===== src/rtl/fenwick_2d_range_add_point_query_top_assert.svh =====
// ----------------------------------------------------------------------------
// fenwick_2d_range_add_point_query_top_assert.svh
// assertion macros shared by the rtl of the 2-d fenwick tree block
// ----------------------------------------------------------------------------
`ifndef FENWICK_2D_RANGE_ADD_POINT_QUERY_TOP_ASSERT_SVH
`define FENWICK_2D_RANGE_ADD_POINT_QUERY_TOP_ASSERT_SVH

`ifndef NO_ASSERTIONS

// property checked on every clock edge out of reset
`define FW2D_ASSERT(lbl, prop, msg) \
    lbl: assert property (@(posedge clk) disable iff (!rst_n) prop) else $error(msg);

// antecedent in one cycle implies consequent in the next
`define FW2D_ASSERT_NEXT(lbl, ante, cons, msg) \
    lbl: assert property (@(posedge clk) disable iff (!rst_n) (ante) |=> (cons)) \
        else $error(msg);

`else

`define FW2D_ASSERT(lbl, prop, msg)
`define FW2D_ASSERT_NEXT(lbl, ante, cons, msg)

`endif

`endif


===== src/rtl/fw2d_pkg.sv =====
// ----------------------------------------------------------------------------
// fw2d_pkg
// shared types and constants of the 2-d fenwick tree block
// ----------------------------------------------------------------------------
`timescale 1ns / 1ps

package fw2d_pkg;

    localparam int COORD_W  = 7;
    localparam int CORNER_W = 8;
    localparam int DELTA_W  = 32;
    localparam int VALUE_W  = 64;
    localparam int CFG_AW   = 3;
    localparam int CFG_DW   = 32;

    localparam logic [COORD_W-1:0] ROWS_RESET = 7'd64;
    localparam logic [COORD_W-1:0] COLS_RESET = 7'd64;

    // register index, taken from paddr[2]
    localparam logic REG_ROWS_IDX = 1'b0;
    localparam logic REG_COLS_IDX = 1'b1;

    typedef enum logic [3:0] {
        ST_CLEAR,
        ST_IDLE,
        ST_CORNER,
        ST_ADD_RUN,
        ST_ADD_DRAIN,
        ST_Q_SETUP,
        ST_Q_RUN,
        ST_Q_DRAIN,
        ST_Q_DONE
    } state_t;

    typedef struct packed {
        logic clear_step;
        logic take_req;
        logic load_corner;
        logic next_corner;
        logic load_query;
        logic step;
        logic load_out;
    } cmd_t;

    typedef struct packed {
        logic clear_last;
        logic corner_ok;
        logic corner_last;
        logic query_ok;
        logic walk_last;
        logic out_free;
    } status_t;

endpackage


===== src/rtl/fw2d_cfg.sv =====
// ----------------------------------------------------------------------------
// fw2d_cfg
// apb register file holding rows_in_use and cols_in_use
// ----------------------------------------------------------------------------
`timescale 1ns / 1ps

module fw2d_cfg (
    input  logic                           clk,
    input  logic                           rst_n,
    input  logic                           psel,
    input  logic                           penable,
    input  logic                           pwrite,
    input  logic [fw2d_pkg::CFG_AW-1:0]    paddr,
    input  logic [fw2d_pkg::CFG_DW-1:0]    pwdata,
    output logic [fw2d_pkg::CFG_DW-1:0]    prdata,
    output logic                           pready,
    output logic [fw2d_pkg::COORD_W-1:0]   rows_in_use,
    output logic [fw2d_pkg::COORD_W-1:0]   cols_in_use
);
    import fw2d_pkg::*;

    logic                 wr_en;
    logic                 reg_idx;
    logic [COORD_W-1:0]   rows_reg;
    logic [COORD_W-1:0]   cols_reg;

    assign pready  = 1'b1;
    assign wr_en   = psel && penable && pwrite;
    assign reg_idx = paddr[2];

    always_ff @(posedge clk or negedge rst_n)
    begin
        if (!rst_n)
        begin
            rows_reg <= ROWS_RESET;
            cols_reg <= COLS_RESET;
        end
        else if (wr_en)
        begin
            unique case (reg_idx)
                REG_ROWS_IDX: rows_reg <= pwdata[COORD_W-1:0];
                REG_COLS_IDX: cols_reg <= pwdata[COORD_W-1:0];
            endcase
        end
    end

    always_comb
    begin
        unique case (reg_idx)
            REG_ROWS_IDX: prdata = {{(CFG_DW-COORD_W){1'b0}}, rows_reg};
            REG_COLS_IDX: prdata = {{(CFG_DW-COORD_W){1'b0}}, cols_reg};
        endcase
    end

    assign rows_in_use = rows_reg;
    assign cols_in_use = cols_reg;

endmodule


===== config.mk =====
export PLATFORM = sky130hd
export DESIGN_NAME = fw2d_cfg
export DESIGN_NICKNAME = d
export VERILOG_FILES = /design/src/rtl/fenwick_2d_range_add_point_query_top_assert.svh /design/src/rtl/fw2d_pkg.sv /design/src/rtl/fw2d_cfg.sv
export SDC_FILE = /design/constraint.sdc
export NUM_CORES = 1
export LEC_CHECK = 0
export BUFFER_PORTS_ARGS = -buffer_cell sky130_fd_sc_hd__buf_2
export CAP_MARGIN = 30
export CELL_PAD_IN_SITES_DETAIL_PLACEMENT = 0
export CELL_PAD_IN_SITES_GLOBAL_PLACEMENT = 2
export CORE_MARGIN = 2
export CORE_UTILIZATION = 18
export CTS_CLUSTER_DIAMETER = 80
export DETAILED_ROUTE_END_ITERATION = 16
export PLACE_DENSITY = 0.85
export SETUP_SLACK_MARGIN = 0.15
export SLEW_MARGIN = 20
export SYNTH_ARGS = -nofsm -noshare
export SYNTH_HDL_FRONTEND = slang
export SYNTH_SLANG_ARGS = --single-unit
export TNS_END_PERCENT = 50

===== constraint.sdc =====
create_clock -name clk -period 1.05 [get_ports clk]
set_clock_uncertainty 0.15 [all_clocks]
set_input_delay 0.0525 -clock clk [delete_from_list [all_inputs] [get_ports clk]]
set_output_delay 0.0525 -clock clk [all_outputs]
set_load 0.05 [all_outputs]

==> results.cfg <==
[status]
status = complete, but fails checks
violations = hold timing, setup timing

[timing]
fin_setup_tns_ns = -3.61
period_share_pct = 122
hold_viol_final = 14
rsz0062_at_grt = yes
setup_violations = 28
post-route-min-period_ns = 1.28
whs_ns = -0.0933
max_clock_freq_ghz = 0.780
drv_slew = 0
setup_slack_ns = -0.233

[worst_setup_path]
critPathLaunchType = flip-flop
reg2reg_from = rows_in_use[4]
crit_path_start = rows_in_use[1]
reg2reg_to = rows_in_use[4]
reg2reg_depth = 3
worstPathMaxFanout = 2
arrival_ns = 1.08
critPathKind = reg -> out
critPathCaptureType = output port
r2r_slack_ns = -0.11
crit_end = prdata[1]
worstPathRequired_ns = 0.85

[floorplanning]
start_util_pct = 19.0
die_y_um = 72.3
die_area_um2 = 5230
coreArea_um2 = 4410
pin_count = 87
die_x_um = 72.3
rows = 24

[power_and_ir_drop]
clkPwrFrac_pct = 13.0
internal-power_mw = 1.96
power_leakage_nw = 0.779
p_per_area_nw_per_um2 = 2270
vdd_ir_drop_max_mv = 0.421
design_power_total_mw = 3.43
combPwrFrac_pct = 64.5
p_sw_share_pct = 42.8
power.switching_mw = 1.47
p_seq_share_pct = 22.5

[logic_synthesis]
ys_ff_latch = 14
synth_warnings = 0
yosysSeqAreaShare_pct = 42.0
netlist_area_um2 = 840
post_synth.cell_area_avg_um2 = 12.7
netlist-cell-type-count = 8
synth_cells = 66

[drt]
drtIter0Drc = 5
avgRoutedWirePerCell_um = 12.1
ant_nets = 0
via_per_inst = 3.52
drcViolationCount = 0
totalWireLength_mm = 2.15
route.vias.total = 623
drt-pass1-iter-count = 3

[finish]
final_core_util_pct = 34.3
synthToLayoutAreaGrowth_pct = 80.5
finalNonFillerCells = 177
seqCellArea_um2 = 368
antenna_cells = 0
drive_gt1_share_pct = 77.6
multi_input_area_um2 = 430
n_fill_cell = 440
fin_nets = 166
fin_area_um2 = 1520

[placed_design]
placed_cells = 155
hpwl_mm = 1.52
dpl_cell_area_um2 = 1060
gp_congestion = 0.757
pre_cts_slack_ns = -0.0489
place.port_buffers = 33

[clock_tree]
clock_path_buffers = 2
cts-root-buf = clkbuf_8
h-tree-depth = 1
clkTransAtPathRegs_ns = 0.06
cts_buffers = 3
cts_hold_buffers = 1
clk_latency_ns = 0.24
cts.sink_count = 14
cts_tree = built

[global_route]
grt_overflow = 0
track_usage_pct = 7.84
grt_pass1_wl_mm = 3.06
antenna_found_initial = 0
grt_pass1_vias = 606
grt_max_degree = 15

[min_path]
hp-class = in -> reg

[flow_run]
maxCapViolations = 0
final cells by class:
cell class	instances	share of cell area (%)
sequential	14	24.3
tap	52	4.29
multi-input combinational	49	28.4
clock buffer	4	2.97
timing repair buffer	58	40.0
worst max-delay path, stage by stage, from the launching register on:
cell and delay (ns):
dfrtp_2 0.41, mux2_4 0.28, buf_8 0.15
layout by cell type (no fill, tap or decap), drive strengths merged:
master / instances
buf: 57
conb: 26
dfrtp: 12
nand4: 1
nand4b: 1
mux2: 21
clkbuf: 4
dlygate4sd3: 1
dfstp: 2
kinds of logic after synthesis:
kind of cell  count (synthesis)  share of synthesized area [%]
buf+inv                      27                           24.6
flops                        14                           42.0
mux                          21                           28.2
other cells                   2                          0.895
simple gates                  2                           4.32
power groups by stage:
| stage | clock [mW] | combinational, mW | sequential, mW |
|---|---|---|---|
| CTS | 0.469 | 1.92 | 0.775 |
| floorplan | 0 | 0.776 | 1.21 |
| finish | 0.447 | 2.21 | 0.771 |
| detailed placement | 0 | 1.43 | 0.782 |
| global placement | 0 | 1.42 | 0.771 |
| global route | 0.506 | 2.30 | 0.785 |
cell usage after synthesis:
cell,number,area share [%]
buf_4,26,23
buf_6,1,1.3
conb_1,2,0.89
dfrtp_1,12,36
dfstp_2,2,6.3
mux2_2,21,28
nand4_2,1,1.5
nand4b_4,1,2.8
sequential cells by signal, summed over array words and instances (netlist names):
register / flops
rows_in_use: 7
cols_in_use: 7
layer usage:
metal / wire, µm / vias to the layer above / global-route usage [%]
li1: - / 287 / -
met1: 756 / 309 / 7.98
met2: 1240 / 25 / 14.4
met3: 121 / 2 / 2.22
met4: 27 / 0 / 4.19
met5: 0 / - / 0
worst min path at each step:
stage	start	to	slack, ns	cells past startpoint
floorplan	rst_n	cols_in_use[0]	-0.39	0
global placement	rst_n	rows_in_use[0]	-0.19	1
detailed placement	rst_n	cols_in_use[0]	-0.18	1
CTS	pwdata[3]	cols_in_use[3]	-0.10	2
global route	pwdata[3]	cols_in_use[3]	-0.09	2
finish	pwdata[3]	cols_in_use[3]	-0.09	2
repair_timing:
item | CTS | global route
endpoints found under the hold margin | 28 | 14
endpoints found under the setup margin | 34 | 35
buffers inserted | 7 | 10
resized for setup | 58 | 22
No activity file was read; power rests on OpenSTA's default activity.
