<file path="config.mk">
export PLATFORM = sky130hd
export DESIGN_NAME = fw2d_ctrl
export DESIGN_NICKNAME = d
export VERILOG_FILES = /design/src/rtl/fw2d_pkg.sv /design/src/rtl/fw2d_ctrl.sv
export VERILOG_INCLUDE_DIRS = /design/src /design/src/rtl
export SDC_FILE = /design/constraint.sdc
export NUM_CORES = 1
export LEC_CHECK = 0
export ABC_AREA = 1
export BUFFER_PORTS_ARGS = -buffer_cell sky130_fd_sc_hd__buf_4
export CAP_MARGIN = 20
export CORE_AREA = 5 5 47 49
export CTS_CLUSTER_DIAMETER = 100
export DETAILED_ROUTE_END_ITERATION = 12
export DIE_AREA = 0 0 52 54
export GPL_TIMING_DRIVEN = 0
export HOLD_SLACK_MARGIN = 0.1
export PLACE_DENSITY = 0.52
export SLEW_MARGIN = 5
export SYNTH_ARGS = -nofsm -noshare
export SYNTH_HDL_FRONTEND = slang
export SYNTH_SLANG_ARGS = --single-unit
</file>
<file path="constraint.sdc">
create_clock -name clk -period 2.34 [get_ports clk]
set_clock_uncertainty 0.05 [all_clocks]
set_input_delay 0.702 -clock clk [delete_from_list [all_inputs] [get_ports clk]]
set_output_delay 0.702 -clock clk [all_outputs]
set_load 0.1 [all_outputs]
</file>
<file path="src/rtl/fenwick_2d_range_add_point_query_top_assert.svh">
// ----------------------------------------------------------------------------
// fenwick_2d_range_add_point_query_top_assert.svh
// assertion macros shared by the rtl of the 2-d fenwick tree block
// ----------------------------------------------------------------------------
`ifndef FENWICK_2D_RANGE_ADD_POINT_QUERY_TOP_ASSERT_SVH
`define FENWICK_2D_RANGE_ADD_POINT_QUERY_TOP_ASSERT_SVH

`ifndef NO_ASSERTIONS

// property checked on every clock edge out of reset
`define FW2D_ASSERT(lbl, prop, msg) \
    lbl: assert property (@(posedge clk) disable iff (!rst_n) prop) else $error(msg);

// antecedent in one cycle implies consequent in the next
`define FW2D_ASSERT_NEXT(lbl, ante, cons, msg) \
    lbl: assert property (@(posedge clk) disable iff (!rst_n) (ante) |=> (cons)) \
        else $error(msg);

`else

`define FW2D_ASSERT(lbl, prop, msg)
`define FW2D_ASSERT_NEXT(lbl, ante, cons, msg)

`endif

`endif

</file>
<file path="src/rtl/fw2d_pkg.sv">
// ----------------------------------------------------------------------------
// fw2d_pkg
// shared types and constants of the 2-d fenwick tree block
// ----------------------------------------------------------------------------
`timescale 1ns / 1ps

package fw2d_pkg;

    localparam int COORD_W  = 7;
    localparam int CORNER_W = 8;
    localparam int DELTA_W  = 32;
    localparam int VALUE_W  = 64;
    localparam int CFG_AW   = 3;
    localparam int CFG_DW   = 32;

    localparam logic [COORD_W-1:0] ROWS_RESET = 7'd64;
    localparam logic [COORD_W-1:0] COLS_RESET = 7'd64;

    // register index, taken from paddr[2]
    localparam logic REG_ROWS_IDX = 1'b0;
    localparam logic REG_COLS_IDX = 1'b1;

    typedef enum logic [3:0] {
        ST_CLEAR,
        ST_IDLE,
        ST_CORNER,
        ST_ADD_RUN,
        ST_ADD_DRAIN,
        ST_Q_SETUP,
        ST_Q_RUN,
        ST_Q_DRAIN,
        ST_Q_DONE
    } state_t;

    typedef struct packed {
        logic clear_step;
        logic take_req;
        logic load_corner;
        logic next_corner;
        logic load_query;
        logic step;
        logic load_out;
    } cmd_t;

    typedef struct packed {
        logic clear_last;
        logic corner_ok;
        logic corner_last;
        logic query_ok;
        logic walk_last;
        logic out_free;
    } status_t;

endpackage

</file>
<file path="src/rtl/fw2d_ctrl.sv">
// ----------------------------------------------------------------------------
// fw2d_ctrl
// sequencer for clear sweep, corner updates and prefix-sum walks
// ----------------------------------------------------------------------------
`timescale 1ns / 1ps
`include "fenwick_2d_range_add_point_query_top_assert.svh"

module fw2d_ctrl (
    input  logic                clk,
    input  logic                rst_n,
    input  logic                in_valid,
    input  logic                in_query,
    output logic                in_ready,
    output fw2d_pkg::cmd_t      cmd,
    input  fw2d_pkg::status_t   status
);
    import fw2d_pkg::*;

    state_t state_reg;
    state_t state_next;

    always_ff @(posedge clk or negedge rst_n)
    begin
        if (!rst_n)
            state_reg <= ST_CLEAR;
        else
            state_reg <= state_next;
    end

    always_comb
    begin
        state_next = state_reg;
        unique case (state_reg)
            ST_CLEAR:
                if (status.clear_last)
                    state_next = ST_IDLE;
            ST_IDLE:
                if (in_valid)
                    state_next = in_query ? ST_Q_SETUP : ST_CORNER;
            ST_CORNER:
                if (status.corner_ok)
                    state_next = ST_ADD_RUN;
                else if (status.corner_last)
                    state_next = ST_IDLE;
            ST_ADD_RUN:
                if (status.walk_last)
                    state_next = ST_ADD_DRAIN;
            ST_ADD_DRAIN:
                state_next = status.corner_last ? ST_IDLE : ST_CORNER;
            ST_Q_SETUP:
                state_next = status.query_ok ? ST_Q_RUN : ST_Q_DONE;
            ST_Q_RUN:
                if (status.walk_last)
                    state_next = ST_Q_DRAIN;
            ST_Q_DRAIN:
                state_next = ST_Q_DONE;
            ST_Q_DONE:
                if (status.out_free)
                    state_next = ST_IDLE;
            default:
                state_next = ST_IDLE;
        endcase
    end

    always_comb
    begin
        cmd      = '0;
        in_ready = 1'b0;
        unique case (state_reg)
            ST_CLEAR:     cmd.clear_step = 1'b1;
            ST_IDLE:
            begin
                in_ready     = 1'b1;
                cmd.take_req = in_valid;
            end
            ST_CORNER:
            begin
                cmd.load_corner = status.corner_ok;
                cmd.next_corner = !status.corner_ok && !status.corner_last;
            end
            ST_ADD_RUN:   cmd.step = 1'b1;
            ST_ADD_DRAIN: cmd.next_corner = !status.corner_last;
            ST_Q_SETUP:   cmd.load_query = 1'b1;
            ST_Q_RUN:     cmd.step = 1'b1;
            ST_Q_DRAIN:   cmd.step = 1'b0;
            ST_Q_DONE:    cmd.load_out = status.out_free;
            default:      cmd = '0;
        endcase
    end

    `FW2D_ASSERT_NEXT(a_take_dispatch, cmd.take_req, (state_reg == ST_CORNER || state_reg == ST_Q_SETUP), "request taken but no walk started")
    `FW2D_ASSERT(a_out_free, cmd.load_out |-> status.out_free, "result loaded over a pending result")
    `FW2D_ASSERT(a_drain_after_last, (state_reg == ST_ADD_DRAIN) |-> $past(status.walk_last), "corner walk ended early")

endmodule

</file>
==> results.toml, run 1 <==
[run_status]
run_status = "finished clean"

[yosys]
post_synth_instance_area_um2 = 470
synth.area.top_cells = "nand2_1 22%, dfrtp_1 21%, inv_1 12%, nand3b_1 6.4%, nand3_1 5.3%"
synth.top_cell.area_share = 0.215
post_synth_inst_count = 79
synth_top_family_by_area = "simple AND/OR/NAND/NOR gates"
post_synth_and_or_nand_nor_area_fraction = 0.609
post_synth_fa_ha_maj_area_fraction = 0
synth_cell_type_count = 17
synth_top_cell_by_area = "nand2_1"
synth_xor_xnor_area_share = 0
synth_seq_area_share = 0.213
ys_seq_elements = 4
postSynthNetCount = 89
synth_compound_area_frac = 0.0266
yosysWarnings = 0
syn-mean-instance-area_um2 = 5.96
yosys-mux-area-fraction = 0

[clocking]
cts-htree-levels = 1
clk-insertion-delay-late_ns = 0.23
cts_buffers = 3
clkTransAtPathRegs_ns = 0.04
ctsLongestPathBuffers = 2
cts_hold_buf = 0
cts_tree = "yes"
post-cts-setup-buffer-count = 0
clock_tree.root_cell = "clkbuf_4"
numClockSinks = 4

[grt]
grt_first_pass_wirelength_um = 2120
grt_pass1_vias = 489
grt_usage = 0.0992
grt_most_used_layer = "met2"
met1_usage_grt = 0.120
globalRouteOverflowTotal = 0
grt_antenna_before_repair = 0
grt_start_max_net_pins = 11
gr-usage-met3 = 0.0277
global_route.usage.met2 = 0.184

[floorplan]
core_area_um2 = 1820
die-width_um = 52
fp.dieArea_um2 = 2810
fp-row-count = 16
pin_count = 18
die_height_um = 54
initial_core_util = 0.258

[placed_design]
dp.cells = 123
io_buffer_count = 17
gp_routability_congestion = 0.791
place.detailed.hpwl_um = 1020

[final_layout]
nets = 111
antennaDiodeCount = 0
largest_register_ffs = 4
num-fill-cells = 219
post_layout_nonfiller_instances = 126
area_growth_syn_to_layout_pct = 47.3
drive_gt1_frac = 0.394
final-seq-area_um2 = 101
area_of_combinational_cells_with_multiple_inputs_um2 = 329

[timing]
fin_hold_ws_ns = 0.209
final.min_clock_period_ns = 2.21
timing_max_transition_violations_final = 0
clock.fmax_mhz = 453
period_share = 0.943
setup_viol_count_final = 0
tns_ns = 0
grt_setup_unrepaired = "false"
timing.final.hold_violations = 0
relSlewSlack = 0.814
timing_worst_slew_pin_value_ns = 0.281

[worst_setup_path]
crit-reg2reg-launch = "state_reg[1]$_DFFE_PN0P_"
crit_chain = "inv_1 -> nand2_1 -> nor2_1 -> nand2_1 -> inv_1 -> buf_6"
crit_path_max_fanout = 4
crit_cells = 6
maximum_cell_stage_delay_along_the_critical_path_ns = 0.41
critPathRequiredTime_ns = 1.59
criticalPathCategory = "register to output pin"
path_buf_inv = 3
timing.critical_path.arrival_ns = 1.45
type_of_destination_of_the_critical_path = "output pin"
rr_worst_depth = 10
startpoint_class_of_the_critical_path = "register"
timing.critical_path.slowest_stage_cell = "dfrtp_1"
timing.reg2reg.setup_slack_ns = 1.02
worstReg2RegEnd = "state_reg[0]$_DFFE_PN0P_"
cpLargestDelayFamily = "buffers and inverters"

[drt]
drt_drc_violations_left = 0
drt_pre_antenna_iters = 4
detail_route.wirelength_um = 1220
post_drt_via_cell_ratio = 4.13
detailroute.via_count = 521
antenna_left = 0
routed_wire_length_per_instance_um = 9.70
drtIter0Drc = 8

[job]
reported_max_cap_violation_count = 0

[hold_path]
class_of_the_tightest_hold_or_removal_check = "input pin to async pin"
-- logic make-up (layout without fill, tap and decap cells) --
| kind of cell | Yosys count | count (layout) |
|---|---|---|
| compound gates | 2 | 2 |
| buf+inv | 17 | 37 |
| flops | 4 | 4 |
| simple gates | 56 | 56 |
-- cell usage after synthesis (all sizes together) --
cell and number:
inv 16, nor2 12, buf 1, nand3 7
o211ai 1, nand3b 4, nor3 2, a21oi 1
nor4 1, dfrtp 4, nand2 30
-- placed cells by master (no fill, tap or decap), types with 2 or more instances in the layout --
cell type and n:
nand2_1 27, inv_1 15, buf_4 15, nor2_2 5, nand3_1 5, nand3b_1 4
nor2_1 4, nor2_4 3, buf_6 3, nand2_2 3, clkbuf_4 3, dfrtp_1 3
nor3_2 2, nand3_2 2
-- layer usage --
metal  part of all wire  up-vias  wire (um)
met5                  0        -          0
met4                  0        0          0
met3              0.018        0         22
met2               0.53        6        649
met1               0.45      236        550
li1                   -      279          -
-- worst max-delay path by stage --
stage / from / endpoint / slack [ns]
2_1_floorplan: state_reg[2]$_DFFE_PN0P_ / in_ready / -0.29
3_3_place_gp: status[3] / cmd[3] / 0.11
3_5_place_dp: status[3] / cmd[3] / 0.13
4_1_cts: state_reg[1]$_DFFE_PN0P_ / cmd[3] / 0.07
5_1_grt: state_reg[2]$_DFFE_PN0P_ / cmd[4] / 0.01
6_report: state_reg[2]$_DFFE_PN0P_ / cmd[4] / 0.13
-- final cells by class --
class | instances | share of cell area
clock buffer | 3 | 0.0325
sequential | 4 | 0.146
inverter | 16 | 0.0866
multi-input combinational | 58 | 0.475
buffer | 1 | 0.0162
tap | 27 | 0.0487
timing repair buffer | 17 | 0.195
-- through the flow --
stage / cell area, um2 / worst slack [ns] / utilization
after floorplan: 493 / -0.288 / -
after global placement: 654 / 0.109 / 0.359
after detailed placement: 654 / 0.127 / 0.359
after CTS: 679 / 0.0684 / 0.373
after global routing: 693 / 0.00995 / 0.380
final: 693 / 0.133 / 0.380
-- timing repair --
item / 4_1_cts / 5_1_grt
resized for setup: 1 / 4
setup endpoints to repair: 1 / 2
hold endpoints to repair: 0 / 0
Power of run 1 is not shown: default switching activity piles up to over one toggle a cycle in this logic, so the estimate is an artifact.
==> run 2, diff against run 1 <==
--- a/config.mk
+++ b/config.mk
@@ -13,7 +13,7 @@
 export CTS_CLUSTER_DIAMETER = 100
 export DETAILED_ROUTE_END_ITERATION = 12
 export DIE_AREA = 0 0 52 54
-export GPL_TIMING_DRIVEN = 0
+export GPL_TIMING_DRIVEN = 1
 export HOLD_SLACK_MARGIN = 0.1
 export PLACE_DENSITY = 0.52
 export SLEW_MARGIN = 5
==> constraint.sdc (replaced) <==
create_clock -name clk -period 2.2 [get_ports clk]
set_clock_uncertainty 0.05 [all_clocks]
set_input_delay 0.66 -clock clk [delete_from_list [all_inputs] [get_ports clk]]
set_output_delay 0.66 -clock clk [all_outputs]
set_load 0.1 [all_outputs]
==> results.toml, run 2 (same netlist as run 1, synthesis figures left out) <==
[run_status]
run_status = "finished clean"

[worst_setup_path]
crit-reg2reg-launch = "state_reg[1]$_DFFE_PN0P_"
rr_worst_depth = 10
type_of_destination_of_the_critical_path = "output pin"
worstReg2RegEnd = "state_reg[1]$_DFFE_PN0P_"
criticalPathCategory = "register to output pin"
timing.reg2reg.setup_slack_ns = 0.78
timing.critical_path.arrival_ns = 1.43
maximum_cell_stage_delay_along_the_critical_path_ns = 0.47
most_common_cell_on_crit_path = "buf_4"
critPathRequiredTime_ns = 1.49
crit_chain = "buf_4 -> nor2_4 -> nand2_1 -> inv_1 -> buf_4"
crit_path_max_fanout = 6
timing.critical_path.slowest_stage_cell = "dfrtp_2"
startpoint_class_of_the_critical_path = "register"

[timing]
clock.fmax_mhz = 466
setup_viol_count_final = 0
postLayoutSetupSlackWorst_ns = 0.0556
timing.final.hold_violations = 0
timing_worst_slew_pin_value_ns = 0.279
grt_setup_unrepaired = "false"
period_share = 0.975
relSlewSlack = 0.816
final.min_clock_period_ns = 2.14
timing_max_transition_violations_final = 0

[placed_design]
gp_routability_congestion = 0.896
dpl_worst_slack_ns = 0.0854
place.detailed.hpwl_um = 1020
place_area_um2 = 666
io_buffer_count = 17

[clocking]
clkTransAtPathRegs_ns = 0.04
cts_hold_buf = 0
cts_tree = "yes"
post-cts-setup-buffer-count = 0
cts-htree-levels = 1
numClockSinks = 4
cts_buffers = 3
ctsLongestPathBuffers = 2
clock_tree.root_cell = "clkbuf_4"
clk-insertion-delay-late_ns = 0.23
ctsResizeCount = 3

[floorplan]
die_height_um = 54
core_area_um2 = 1820
fp.dieArea_um2 = 2810
initial_core_util = 0.258
pin_count = 18
die-width_um = 52
fp-row-count = 16

[drt]
routedLengthMet1_um = 562
routed_wire_length_per_instance_um = 9.98
drt_drc_violations_left = 0
route.met3.wl_um = 29
highest-signal-layer = "met3"
detail_route.wirelength_um = 1270
drtIter0Drc = 6
post_drt_via_cell_ratio = 4.24
detailroute.via_count = 538
drt_pre_antenna_iters = 2
met2_length_um = 676
antenna_left = 0

[final_layout]
largest_register_ffs = 4
drive_gt1_frac = 0.440
num-fill-cells = 192
mostFrequentLayoutCell = "nand2_1"
area_growth_syn_to_layout_pct = 53.5
mostFrequentLayoutCells = "25 x nand2_1, 15 x inv_1, 14 x buf_4"
design_area_um2 = 722
nets = 112
antennaDiodeCount = 0

[grt]
grt_usage = 0.0958
grt_pass1_vias = 514
grt_start_max_net_pins = 8
grt_first_pass_wirelength_um = 2080
globalRouteOverflowTotal = 0
grt_antenna_before_repair = 0

[job]
reported_max_cap_violation_count = 0

[hold_path]
class_of_the_tightest_hold_or_removal_check = "input pin to async pin"
## run 2: cell type report
| cell class | count | area (um2) | share of cell area |
|---|---|---|---|
| clock buffer | 3 | 22.5 | 0.0312 |
| inverter | 16 | 60.1 | 0.0832 |
| multi-input combinational | 58 | 342 | 0.473 |
| sequential | 4 | 103 | 0.142 |
| tap | 27 | 33.8 | 0.0468 |
| timing repair buffer | 19 | 161 | 0.224 |
## run 2: through the flow
step,instances,TNS [ns],hold slack (ns),utilization
6_report,127,0,0.165,0.396
5_1_grt,127,0,0.168,0.396
4_1_cts,127,0,0.160,0.382
3_5_place_dp,124,0,0.405,0.365
3_3_place_gp,124,0,0.405,0.365
2_1_floorplan,79,-1.41,0.314,-
## run 2: metal layers
metal	GRT usage	up-vias
met5	0	-
met4	0.0262	0
met3	0.00277	0
met2	0.174	10
met1	0.124	244
li1	-	284
## run 2: how the worst max path moves through the flow
stage                        startpoint       end  slack (ns)  depth (start not counted)
3_5_place_dp                  status[3]    cmd[3]        0.09                          5
4_1_cts        state_reg[1]$_DFFE_PN0P_    cmd[5]        0.01                          3
5_1_grt        state_reg[2]$_DFFE_PN0P_    cmd[4]       0.005                          6
3_3_place_gp                  status[3]    cmd[3]        0.13                          5
6_report       state_reg[1]$_DFFE_PN0P_    cmd[2]        0.06                          5
2_1_floorplan  state_reg[2]$_DFFE_PN0P_  in_ready       -0.39                          3
## run 2: worst max-delay path: cells and delay by family (launching register included)
kind	cells	cell delay, ns
DFF	1	0.47
and+or+nand+nor	2	0.21
buffers and inverters	3	0.53
Power of run 2 is left out for the same reason.
==> run 3, diff against run 2 <==
--- a/config.mk
+++ b/config.mk
@@ -6,13 +6,12 @@
 export SDC_FILE = /design/constraint.sdc
 export NUM_CORES = 1
 export LEC_CHECK = 0
-export ABC_AREA = 1
 export BUFFER_PORTS_ARGS = -buffer_cell sky130_fd_sc_hd__buf_4
 export CAP_MARGIN = 20
-export CORE_AREA = 5 5 47 49
+export CORE_AREA = 5 5 46 48
 export CTS_CLUSTER_DIAMETER = 100
 export DETAILED_ROUTE_END_ITERATION = 12
-export DIE_AREA = 0 0 52 54
+export DIE_AREA = 0 0 51 53
 export GPL_TIMING_DRIVEN = 1
 export HOLD_SLACK_MARGIN = 0.1
 export PLACE_DENSITY = 0.52
==> results.toml, run 3 <==
[run_status]
run_status = "finished clean"

[yosys]
synth_cell_type_count = 32
synth.top_cell.area_share = 0.227
cell_with_the_most_instances_after_synthesis = "nor2_1"
ys_seq_elements = 4
async_flop_share = 1.00
top_cells_by_count_synth = "6 x nor2_1, 4 x dfrtp_1"
synth_top_cell_by_area = "dfrtp_1"
postSynthNetCount = 67
synth.area.top_cells = "dfrtp_1 23%, nor2_1 5.1%, nor3b_1 5.1%, nor3_2 4.5%, and3_1 4.2%"
synth_seq_area_share = 0.227
dominantRegCellSynth = "dfrtp_1"
synth_edf_count = 0
post_synth_instance_area_um2 = 442
post_synth_inst_count = 57
syn-mean-instance-area_um2 = 7.75
yosysWarnings = 0

[worst_setup_path]
critPathRequiredTime_ns = 1.49
timing.critical_path.arrival_ns = 1.41
worst_setup_path_start = "state_reg[3]$_DFFE_PN0P_"
type_of_destination_of_the_critical_path = "output pin"
startpoint_class_of_the_critical_path = "register"
timing.critical_path.slowest_stage_cell = "dfrtp_1"
maximum_cell_stage_delay_along_the_critical_path_ns = 0.47
cpLargestDelayFamily = "flip-flops"
crit_path_max_fanout = 8
criticalPathCategory = "register to output pin"
crit-reg2reg-launch = "state_reg[2]$_DFFE_PN0P_"
crit_chain = "nor2_1 -> and3_1 -> buf_4"
path_buf_inv = 1

[grt]
grt_start_max_net_pins = 11
globalRouteOverflowTotal = 0
grt_usage = 0.0912
grt_pass1_vias = 460
grt_first_pass_wirelength_um = 1860
grt_antenna_before_repair = 0

[placed_design]
place.detailed.hpwl_um = 927
gp_routability_congestion = 0.759
io_buffer_count = 17
place_area_um2 = 632

[clocking]
cts_tree = "yes"
numClockSinks = 4
cts-htree-levels = 1
clock_tree.root_cell = "clkbuf_4"
ctsLongestPathBuffers = 2
cts_buffers = 3
clkTransAtPathRegs_ns = 0.04
cts_hold_buf = 0
clk-insertion-delay-late_ns = 0.23

[final_layout]
area_of_combinational_cells_with_multiple_inputs_um2 = 338
layout.core_utilization = 0.415
mostFrequentLayoutCell = "buf_4"
antennaDiodeCount = 0
drive_gt1_frac = 0.487
final-seq-area_um2 = 104
largest_register_ffs = 4
mostFrequentLayoutCells = "18 x buf_4, 5 x nor2_1, 4 x buf_6"
area_growth_syn_to_layout_pct = 56.9
num-fill-cells = 185
design_area_um2 = 693
nets = 90

[hold_path]
class_of_the_tightest_hold_or_removal_check = "input pin to async pin"

[floorplan]
fp.dieArea_um2 = 2700
pin_count = 18
die_height_um = 53
core_area_um2 = 1670
die-width_um = 51
fp-row-count = 15
initial_core_util = 0.264

[timing]
relSlewSlack = 0.803
clock.fmax_mhz = 471
timing.final.hold_violations = 0
setup_viol_count_final = 0
fin_hold_ws_ns = 0.165
final.min_clock_period_ns = 2.12
timing_worst_slew_pin_value_ns = 0.295
timing_max_transition_violations_final = 0
period_share = 0.966

[drt]
drt_drc_violations_left = 0
drt_pre_antenna_iters = 4
routed_wire_length_per_instance_um = 11.9
post_drt_via_cell_ratio = 4.93
detail_route.wirelength_um = 1140
antenna_left = 0
drtIter0Drc = 6
detailroute.via_count = 468

[job]
reported_max_cap_violation_count = 0
## run 3: path summary, 6_finish.rpt
path	to	slack (ns)	depth (start not counted)
worst max-delay path	cmd[5]	0.08	3
worst min-delay path	state_reg[1]$_DFFE_PN0P_	0.17	1
worst max register to register	state_reg[2]$_DFFE_PN0P_	0.58	5
worst min register to register	state_reg[3]$_DFFE_PN0P_	0.60	2
max in group asynchronous	state_reg[2]$_DFFE_PN0P_	1.82	1
min in group clk	state_reg[3]$_DFFE_PN0P_	0.60	2
## run 3: cell type report
type                    count  area share
multi-input cells          46       0.487
clock buffers               3      0.0325
flip-flops and latches      4       0.150
repair buffers             23       0.289
inverters                   2      0.0108
well taps                  17      0.0307
## run 3: through the flow
step | setup TNS, ns | cells | setup slack, ns
after CTS | 0 | 94 | 0.00267
after global placement | 0 | 91 | 0.0344
after global routing | -0.00161 | 95 | -0.00161
final | 0 | 95 | 0.0751
after detailed placement | 0 | 91 | 0.0290
after floorplan | -0.556 | 57 | -0.354
## run 3: per-layer routing
metal	up-vias	wire length [um]	track usage
met5	-	0	0
met1	206	584	0.112
met3	0	49	0.0282
met4	0	0	0.0538
met2	11	501	0.139
li1	251	-	-
## run 3: kinds of logic after synthesis
group,Yosys count,share of synthesized area
buffers and inverters,7,0.0991
AOI/OAI and AO/OA,13,0.190
muxes,2,0.0510
xor gates and xnor gates,1,0.0198
DFF,4,0.227
and+or+nand+nor,30,0.414
## run 3: what timing repair did
action	in CTS	in global routing
gates resized for setup	4	6
buffers inserted	0	1
setup endpoints to repair	5	8
Power of run 3 is left out for the same reason.
